$ cat src/design/htcg_pkg.sv
// Shared types and constants for the height-to-colour gradient unit.
package htcg_pkg;

    localparam int CHAN_W  = 8;
    localparam int COLOR_W = 3 * CHAN_W;
    localparam int HMAX_W  = 15;
    localparam int QUO_W   = CHAN_W;
    localparam int NUM_W   = HMAX_W + CHAN_W;
    localparam int NCHAN   = 3;

    // Register map, index taken from paddr[3:2]
    localparam logic [1:0] REG_ZERO_COLOR = 2'd0;
    localparam logic [1:0] REG_HIGH_COLOR = 2'd1;
    localparam logic [1:0] REG_LOW_COLOR  = 2'd2;
    localparam logic [1:0] REG_HEIGHT_MAX = 2'd3;

    localparam logic [COLOR_W-1:0] ZERO_COLOR_RST = 24'h000000;
    localparam logic [COLOR_W-1:0] HIGH_COLOR_RST = 24'hFFFFFF;
    localparam logic [COLOR_W-1:0] LOW_COLOR_RST  = 24'h0000FF;
    localparam logic [HMAX_W-1:0]  HEIGHT_MAX_RST = 15'd1;

    // What the output stage picks for a beat
    typedef enum logic [1:0] {
        MODE_ZERO,
        MODE_END,
        MODE_BLEND
    } mode_t;

endpackage

$ cat src/design/htcg_divider.sv
// Pipelined restoring divider: one quotient bit per register stage.
module htcg_divider (
    input  logic                        clk,
    input  logic [htcg_pkg::QUO_W-1:0]  load,
    input  logic [htcg_pkg::HMAX_W-1:0] hm,
    input  logic [htcg_pkg::NUM_W-1:0]  num,
    output logic [htcg_pkg::QUO_W-1:0]  quo
);
    import htcg_pkg::*;

    logic [NUM_W-1:0] rem_reg [QUO_W];
    logic [QUO_W-1:0] quo_reg [QUO_W];

    // Quotient is known to be below 2^QUO_W, so the top bit goes first
    for (genvar j = 0; j < QUO_W; j++) begin : g_step
        logic [NUM_W-1:0] rem_in;
        logic [QUO_W-1:0] quo_in;
        logic [NUM_W-1:0] dsr;
        logic             ge;

        if (j == 0) begin : g_first
            assign rem_in = num;
            assign quo_in = '0;
        end else begin : g_rest
            assign rem_in = rem_reg[j-1];
            assign quo_in = quo_reg[j-1];
        end

        assign dsr = NUM_W'(hm) << (QUO_W - 1 - j);
        assign ge  = (rem_in >= dsr);

        always_ff @(posedge clk)
        begin
            if (load[j])
            begin
                rem_reg[j] <= ge ? (rem_in - dsr) : rem_in;
                quo_reg[j] <= {quo_in[QUO_W-2:0], ge};
            end
        end
    end

    assign quo = quo_reg[QUO_W-1];

endmodule

$ cat src/design/height_to_color_gradient_unit.sv
// Top level of the height-to-colour gradient unit: pipeline and register port.
//
//  channel  | handshake            | payload
//  ---------+----------------------+------------------------------
//  input    | height_valid/_stall  | height [HEIGHT_WIDTH-1:0] signed
//  output   | color_valid/_stall   | color [23:0] (R 23..16, B 7..0)
//  config   | APB, pready tied hi  | 4 registers at 0x0,0x4,0x8,0xC
//
// One beat per cycle sustained while the output is not stalled; stages are the magnitude/clamp stage,
// multiply-accumulate stage, eight restoring division steps (one quotient
// bit each, three channels side by side), and the output register.
// Every stage holds its beat under stall and empty stages fill up, so input
// keeps flowing while the output waits. Reset clears valid bits and loads
// the register defaults.
module height_to_color_gradient_unit #(
    parameter int HEIGHT_WIDTH = 16
) (
    input  logic                          clk,
    input  logic                          rst_n,
    // input stream
    input  logic                          height_valid,
    output logic                          height_stall,
    input  logic signed [HEIGHT_WIDTH-1:0] height,
    // output stream
    output logic                          color_valid,
    input  logic                          color_stall,
    output logic [htcg_pkg::COLOR_W-1:0]  color,
    // register port
    input  logic                          psel,
    input  logic                          penable,
    input  logic                          pwrite,
    input  logic [3:0]                    paddr,
    input  logic [31:0]                   pwdata,
    output logic [31:0]                   prdata,
    output logic                          pready
);
    import htcg_pkg::*;

    localparam int STAGES  = QUO_W + 3;
    localparam int DIV_LO  = 2;
    localparam int DIV_HI  = DIV_LO + QUO_W - 1;
    localparam int OUT_STG = STAGES - 1;
    localparam int CMP_W   = HEIGHT_WIDTH + HMAX_W;

    // ---------------- configuration registers ----------------
    logic [COLOR_W-1:0] zero_color_reg;
    logic [COLOR_W-1:0] high_color_reg;
    logic [COLOR_W-1:0] low_color_reg;
    logic [HMAX_W-1:0]  height_max_reg;
    logic               cfg_wr;

    assign pready = 1'b1;
    assign cfg_wr = psel & penable & pwrite;

    always_ff @(posedge clk or negedge rst_n)
    begin
        if (!rst_n)
        begin
            zero_color_reg <= ZERO_COLOR_RST;
            high_color_reg <= HIGH_COLOR_RST;
            low_color_reg  <= LOW_COLOR_RST;
            height_max_reg <= HEIGHT_MAX_RST;
        end
        else if (cfg_wr)
        begin
            case (paddr[3:2])
                REG_ZERO_COLOR: zero_color_reg <= pwdata[COLOR_W-1:0];
                REG_HIGH_COLOR: high_color_reg <= pwdata[COLOR_W-1:0];
                REG_LOW_COLOR:  low_color_reg  <= pwdata[COLOR_W-1:0];
                REG_HEIGHT_MAX: height_max_reg <= pwdata[HMAX_W-1:0];
                default: ;
            endcase
        end
    end

    // read back
    always_comb
    begin
        case (paddr[3:2])
            REG_ZERO_COLOR: prdata = 32'(zero_color_reg);
            REG_HIGH_COLOR: prdata = 32'(high_color_reg);
            REG_LOW_COLOR:  prdata = 32'(low_color_reg);
            REG_HEIGHT_MAX: prdata = 32'(height_max_reg);
            default:        prdata = '0;
        endcase
    end

    // ---------------- flow control ----------------
    // a stage loads when empty or when the next one loads
    logic [STAGES-1:0] valid_reg;
    logic [STAGES-1:0] load;

    always_comb
    begin
        load[OUT_STG] = !valid_reg[OUT_STG] || !color_stall;
        for (int k = OUT_STG - 1; k >= 0; k--)
        begin
            load[k] = !valid_reg[k] || load[k+1];
        end
    end

    assign height_stall = !load[0];
    assign color_valid  = valid_reg[OUT_STG];

    always_ff @(posedge clk or negedge rst_n)
    begin
        if (!rst_n)
        begin
            valid_reg <= '0;
        end
        else
        begin
            if (load[0])
            begin
                valid_reg[0] <= height_valid;
            end
            for (int k = 1; k < STAGES; k++)
            begin
                if (load[k])
                begin
                    valid_reg[k] <= valid_reg[k-1];
                end
            end
        end
    end

    // ---------------- stage 0: magnitude, clamp, mode ----------------
    logic                     neg;
    logic [HEIGHT_WIDTH-1:0]  mag;
    logic [CMP_W-1:0]         mag_ext;
    mode_t                    mode_next;

    assign neg     = height[HEIGHT_WIDTH-1];
    assign mag     = neg ? (~height + 1'b1) : height;
    assign mag_ext = CMP_W'(mag);

    always_comb
    begin
        if (height == '0)
            mode_next = MODE_ZERO;
        else if (mag_ext < CMP_W'(height_max_reg))
            mode_next = MODE_BLEND;
        else
            mode_next = MODE_END;
    end

    mode_t              mode_reg [OUT_STG];
    logic [COLOR_W-1:0] end_reg  [OUT_STG];
    logic [HMAX_W-1:0]  f_reg;

    always_ff @(posedge clk)
    begin
        if (load[0])
        begin
            mode_reg[0] <= mode_next;
            end_reg[0]  <= neg ? low_color_reg : high_color_reg;
            f_reg       <= mag_ext[HMAX_W-1:0];
        end
    end

    // mode and end colour ride alongside the arithmetic
    for (genvar k = 1; k < OUT_STG; k++) begin : g_side
        always_ff @(posedge clk)
        begin
            if (load[k])
            begin
                mode_reg[k] <= mode_reg[k-1];
                end_reg[k]  <= end_reg[k-1];
            end
        end
    end

    // ---------------- stage 1: weighted sum per channel ----------------
    logic [HMAX_W-1:0] hm_minus_f;
    logic [NUM_W-1:0]  num_reg [NCHAN];
    logic [CHAN_W-1:0] quo     [NCHAN];

    assign hm_minus_f = height_max_reg - f_reg;

    for (genvar c = 0; c < NCHAN; c++) begin : g_chan
        logic [CHAN_W-1:0] c0;
        logic [CHAN_W-1:0] c1;

        assign c0 = zero_color_reg[c*CHAN_W +: CHAN_W];
        assign c1 = end_reg[0][c*CHAN_W +: CHAN_W];

        always_ff @(posedge clk)
        begin
            if (load[1])
            begin
                num_reg[c] <= NUM_W'(c0) * NUM_W'(hm_minus_f)
                            + NUM_W'(c1) * NUM_W'(f_reg);
            end
        end

        // stages 2..9: division by height_max
        htcg_divider u_div (
            .clk  (clk),
            .load (load[DIV_HI:DIV_LO]),
            .hm   (height_max_reg),
            .num  (num_reg[c]),
            .quo  (quo[c])
        );
    end

    // ---------------- output register ----------------
    logic [COLOR_W-1:0] color_reg;
    logic [COLOR_W-1:0] color_next;

    always_comb
    begin
        case (mode_reg[DIV_HI])
            MODE_ZERO:  color_next = zero_color_reg;
            MODE_END:   color_next = end_reg[DIV_HI];
            MODE_BLEND: color_next = {quo[2], quo[1], quo[0]};
            default:    color_next = end_reg[DIV_HI];
        endcase
    end

    always_ff @(posedge clk)
    begin
        if (load[OUT_STG])
        begin
            color_reg <= color_next;
        end
    end

    assign color = color_reg;

endmodule

$ cat config.mk
export PLATFORM = sky130hd
export DESIGN_NAME = height_to_color_gradient_unit
export DESIGN_NICKNAME = d
export VERILOG_FILES = /design/src/design/htcg_pkg.sv /design/src/design/htcg_divider.sv /design/src/design/height_to_color_gradient_unit.sv
export SDC_FILE = /design/constraint.sdc
export NUM_CORES = 2
export LEC_CHECK = 0
export BUFFER_PORTS_ARGS = -buffer_cell sky130_fd_sc_hd__buf_4
export CORE_MARGIN = 2
export CORE_UTILIZATION = 27
export CTS_BUF_LIST = sky130_fd_sc_hd__clkbuf_16
export CTS_CLUSTER_DIAMETER = 200
export CTS_CLUSTER_SIZE = 14
export DETAILED_ROUTE_END_ITERATION = 10
export GPL_TIMING_DRIVEN = 0
export PLACE_DENSITY = 0.45
export SETUP_SLACK_MARGIN = 0.05
export SLEW_MARGIN = 20
export SYNTH_ARGS = -nofsm -noshare
export SYNTH_HDL_FRONTEND = slang
export SYNTH_SLANG_ARGS = --single-unit
$ cat constraint.sdc
create_clock -name clk -period 15.1 [get_ports clk]
set_clock_uncertainty 0.05 [all_clocks]
set_input_delay 0.755 -clock clk [delete_from_list [all_inputs] [get_ports clk]]
set_output_delay 0.755 -clock clk [all_outputs]
set_load 0.05 [all_outputs]
# == Yosys cells after proc, flatten, opt, wreduce, memory -nomap -nowiden ==
# Memories as Yosys holds them, arrays and structs flattened.
# Index checks and enable logic that the tools add are counted.
# op_classes
n_bitwise,3
n_reduce_logical,31
n_eq_ne,4
magnitude_cmp,25
add_sub_neg,29
multipliers,6
muxes,50
# op_table
operator,n
2-to-1 mux 23 bit,24
multiplier 8 x 15 -> 23 bit,6
one-hot mux 32 bit (4 select lines),1
adder 23 bit,3
>= comparator 23 x 15 -> 1 bit,3
>= comparator 23 x 16 -> 1 bit,3
>= comparator 23 x 17 -> 1 bit,3
>= comparator 23 x 18 -> 1 bit,3
>= comparator 23 x 19 -> 1 bit,3
>= comparator 23 x 20 -> 1 bit,3
>= comparator 23 x 21 -> 1 bit,3
>= comparator 23 x 22 -> 1 bit,3
subtractor 23 x 15 -> 23 bit,3
subtractor 23 x 16 -> 23 bit,3
subtractor 23 x 17 -> 23 bit,3
subtractor 23 x 18 -> 23 bit,3
subtractor 23 x 19 -> 23 bit,3
subtractor 23 x 20 -> 23 bit,3
subtractor 23 x 21 -> 23 bit,3
subtractor 23 x 22 -> 23 bit,3
one-hot mux 24 bit (2 select lines),1
2-to-1 mux 24 bit,1
2-to-1 mux 1 bit,20
adder 16 x 1 -> 16 bit (second input constant),1
13 further kinds,43
# totals
mem_bits_rw,1073
inputBits,59
output_inout_bits,59
mem_count,9
reg_bits,137
# mem_list
memory,words,width,rd,rd_clocked_by_memory_dff,wr,line_no,rtl
end_reg,10,24,10,0,10,height_to_color_gradient_unit.sv:148,logic [COLOR_W-1:0] end_reg [OUT_STG];
g_chan[0].u_div.rem_reg,8,23,7,0,8,htcg_divider.sv:11,logic [NUM_W-1:0] rem_reg [QUO_W];
g_chan[1].u_div.rem_reg,8,23,7,0,8,htcg_divider.sv:11,
g_chan[2].u_div.rem_reg,8,23,7,0,8,htcg_divider.sv:11,
num_reg,3,23,3,0,3,height_to_color_gradient_unit.sv:175,logic [NUM_W-1:0] num_reg [NCHAN];
g_chan[0].u_div.quo_reg,8,8,8,0,8,htcg_divider.sv:12,logic [QUO_W-1:0] quo_reg [QUO_W];
+3 memories,-,-,-,-,-,-,

# == Logic depth before layout (Yosys ltp) ==
# depth
ltp_word,14
depth_mapped,33
ltp_nobuf,31

# == By module ==
# From an unflattened synthesis, not the netlist that was laid out.
# hier_totals
cells_unflattened,7729
area_unflattened_um2,82566.7
# by_module_without_submodules
module,n_inst,cells_each,area_per_inst_um2,seq_area_each_um2
height_to_color_gradient_unit,1,3956,42817.3,13544.2
htcg_divider at g_chan[0].u_div ...,2,1271,13269.0,5915.7
htcg_divider at g_chan[2].u_div,1,1231,13211.4,5915.7

# == Worst setup path before layout ==
# Ideal clock, no wire load.
# synth_path
kind,flip-flop to flip-flop
startpoint,register height_max_reg[1]
endpoint,"memory num_reg[0][68] (netlist bit), data pin"
setup_time_ns,0.260
path_buffers,1
arrival_ns,9.059
required_ns,14.790
slack_ns,5.731
stages_incl_launch_ff,30
cell_sequence,dfrtp_1 inv_1 fa_1 nor2b_1 o21ai_0 a21boi_0 o21ai_0 a211oi_1 nor4_1 a211oi_1 clkbuf_1 nand2_1 fa_1 fa_1 inv_1 fa_1 inv_1 fa_1 fa_1 fa_1 inv_1 ha_1 a21o_1 a21oi_1 o21a_1 a211oi_1 or3_1 a31o_2 a21oi_1 xnor2_1
# synth_rtl
element,line_no,rtl
from (decl),height_to_color_gradient_unit.sv:49,logic [HMAX_W-1:0] height_max_reg;
from (signal assigned),height_to_color_gradient_unit.sv:70,REG_HEIGHT_MAX: height_max_reg <= pwdata[HMAX_W-1:0];
to (decl),height_to_color_gradient_unit.sv:175,

==> flow_metrics.py <==
metrics = {
    "yosys": {
        "synth_top_family_by_area": "adder cells",
        "synth_ff_type": "edfxtp_1",
        "synth_xor_xnor_area_share": 0.0413,
        "synth-async-reset-ratio": 0.0927,
        "netlist_area_um2": 79700,
        "ys_warn_count": 0,
        "synth_compound_area_frac": 0.101,
        "synth-seq-area-share": 0.393,
        "synth_edf_count": 959,
        "synthAdderAreaFrac": 0.246,
        "synth-simple-area-share": 0.127,
        "synthMuxAreaShare": 0.0387,
        "postSynthCellCount": 7300,
        "synth_seq_cells": 1057,
        "avgSynthCellArea_um2": 10.9,
        "synth.distinct_cells": 88,
    },
    "setup_path": {
        "max_stage_delay_ps": 890,
        "required_ps": 15480,
        "cp_max_fo": 26,
        "arrival_ps": 11480,
        "cp-start-kind": "register",
        "crit_top_cell": "fa_1",
        "slowest_stage": "clkbuf_1",
        "worstSetupPathType": "reg -> reg",
        "crit_path_end_kind": "register",
    },
    "die": {
        "die_height_um": 547,
        "dieArea_um2": 299000,
        "io-pin-count": 118,
        "core_um2": 294000,
        "die-width_um": 547,
        "start_util": 0.271,
        "rows": 199,
    },
    "global_routing": {
        "antenna_found_initial": 22,
        "grt.total_usage": 0.161,
        "overflow": 0,
        "grt_max_degree": 99,
        "grt_first_pass_wirelength_um": 365000,
        "first_global_vias": 56900,
    },
    "final_layout": {
        "fin_nets": 8785,
        "layout.cells.non_filler": 11500,
        "largest_reg_flops": 483,
        "syn_to_final_growth_pct": 11.4,
        "drive_above_1_share": 0.0795,
        "fill_cells": 30100,
    },
    "cts": {
        "cts_setup_buffers": 0,
        "cts_resized": 0,
        "cts_sinks": 1057,
        "cts_tree": "yes",
        "clk_pin_slew_worst_paths_ps": 70,
        "cts-root-buf": "clkbuf_16",
        "cts_buffers": 85,
        "clockBufferDepth": 3,
        "htreeDepth": 3,
        "clk-insertion-delay-late_ps": 740,
    },
    "min_path": {
        "hp-class": "in -> reg",
    },
    "sta": {
        "rsz0062_at_grt": "no",
        "fin_crit_ps": 11090,
        "relSlewSlack": 0.174,
        "finalSetupViolCount": 0,
        "post-route-period-util": 0.735,
        "fmax_mhz": 90.1,
        "final_hold_viol_count": 0,
        "tightest_slew_ps": 1240,
        "slew_viol_final": 0,
    },
    "run": {
        "cap_violations": 0,
    },
    "routing": {
        "routed_wl_um": 244000,
        "dr.pass1.iters": 8,
        "drtIter0Drc": 3398,
        "vias": 55100,
        "wl_per_cell_um": 21.2,
        "drc": 20,
        "drtAntennaViolNets": 0,
        "vias_per_cell": 4.79,
    },
    "status": {
        "violations": "design-rule violations",
        "outcome": "finished with violations",
    },
    "place": {
        "hpwl_um": 191000,
        "io_buffers": 96,
        "dp_cells": 11400,
        "gp_congestion": 0.902,
    },
}
-- final cells by class --
type                    count  area (µm²)  area share
repair buffers            129        1430      0.0161
clock buffers              85        2130      0.0240
diodes                     13        32.5    0.000366
multi-input cells        5151       44300       0.499
flip-flops and latches   1057       31300       0.353
plain buffers             270        1120      0.0126
inverters                 829        3160      0.0356
well taps                3919        4900      0.0552
clock inverters            50         377     0.00424
-- metal layers --
layer | vias to the layer above | part of all wire | global-route usage
met5 | - | 0 | 0
met4 | 0 | 0.045 | 0.0665
met3 | 327 | 0.044 | 0.0172
met2 | 1268 | 0.48 | 0.274
met1 | 27800 | 0.43 | 0.208
li1 | 25800 | - | -
-- kinds of logic after synthesis --
kind of cell,Yosys count
buffers and inverters,1099
flip-flops,1057
AO/OA/AOI/OAI,1276
XOR/XNOR,376
multiplexers,265
other,2
AND/OR/NAND/NOR,2022
adder cells (fa/ha/maj),1203
-- cell usage in the layout (no fill, tap or decap), types with 42 or more instances in the layout --
master	synthesis	layout
and2_1	338	338
o21ai_0	349	349
nor3_1	105	104
o21a_1	64	64
mux2i_1	57	57
inv_1	827	851
mux2_2	188	188
dfrtp_1	65	64
a21oi_1	341	341
nand2_1	663	659
clkbuf_16	0	85
xor2_1	155	155
nand3_1	106	103
nor2b_1	93	93
a31oi_1	44	44
edfxtp_1	959	959
buf_4	10	108
nor2_1	330	328
fa_1	604	604
ha_1	599	599
xnor2_1	221	220
nand2b_1	84	84
a21o_1	152	152
a211oi_1	49	49
nand4_1	49	49
or3_1	42	42
clkbuf_1	230	202
-- synthesized netlist by cell type, drive strengths merged (34+ instances only) --
cell / n / area, µm²
a211oi: 49 / 368
or3: 42 / 263
a21o: 152 / 1140
mux2: 193 / 2170
nand2: 663 / 2490
ha: 599 / 7490
nand4: 49 / 307
fa: 604 / 12100
a31oi: 44 / 275
dfrtp: 65 / 1630
o21bai: 35 / 263
a21oi: 341 / 1710
nor2: 330 / 1240
nand3: 106 / 531
nor2b: 93 / 582
nor4b: 34 / 298
buf: 39 / 213
and2: 338 / 2110
inv: 828 / 3110
edfxtp: 959 / 28800
xnor2: 221 / 1940
o31ai: 36 / 275
mux2i: 57 / 571
xor2: 155 / 1360
clkbuf: 231 / 868
o21ai: 353 / 1770
nand2b: 84 / 526
o21a: 64 / 480
nor3: 105 / 526
-- path summary, 6_finish.rpt --
| check | slack, ps | cells after the start | startpoint | endpoint |
|---|---|---|---|---|
| setup reg to reg | 4010 | 30 | height_max_reg[1]$_DFFE_PN0P_ | num_reg[0][45]$_DFFE_PP_ |
| min in group asynchronous | 410 | 2 | rst_n | low_color_reg[17]$_DFFE_PN0P_ |
| hold reg to reg | 320 | 0 | g_chan[0].u_div.quo_reg[1][13]$_DFFE_PP_ | g_chan[0].u_div.quo_reg[1][22]$_DFFE_PP_ |
| max in group asynchronous | 13850 | 3 | rst_n | high_color_reg[9]$_DFFE_PN1P_ |
| setup / recovery | 4010 | 30 | height_max_reg[1]$_DFFE_PN0P_ | num_reg[0][45]$_DFFE_PP_ |
| hold / removal | 170 | 2 | height_valid | valid_reg[0]$_DFFE_PN0N_ |
-- critical path: cells and delay by family (launching register included) --
family / cells / cell delay [ps]
buffers and inverters: 6 / 1590
and+or+nand+nor: 10 / 2210
adders and majority gates: 8 / 3960
xor gates and xnor gates: 1 / 760
AOI/OAI and AO/OA: 5 / 1400
DFF: 1 / 670
-- per-stage QoR --
stage	setup TNS, ps	hold WS (ps)	area [µm²]	setup WS [ps]	util
CTS	0	97.2	88700	4100	0.302
global placement	-414	351	85300	-202	0.290
finish	0	169	88800	4010	0.302
global route	0	137	88700	3620	0.302
detailed placement	0	355	86200	4160	0.293
floorplan	0	350	79700	5730	-
-- timing repair --
| action | 4_1_cts | 5_1_grt |
|---|---|---|
| endpoints found under the setup margin | 0 | 0 |
| hold endpoints to repair | 0 | 16 |
| hold buffers | 0 | 1 |
Power is not shown: default switching activity piles up to over one toggle a cycle in this logic, so the estimate is an artifact.
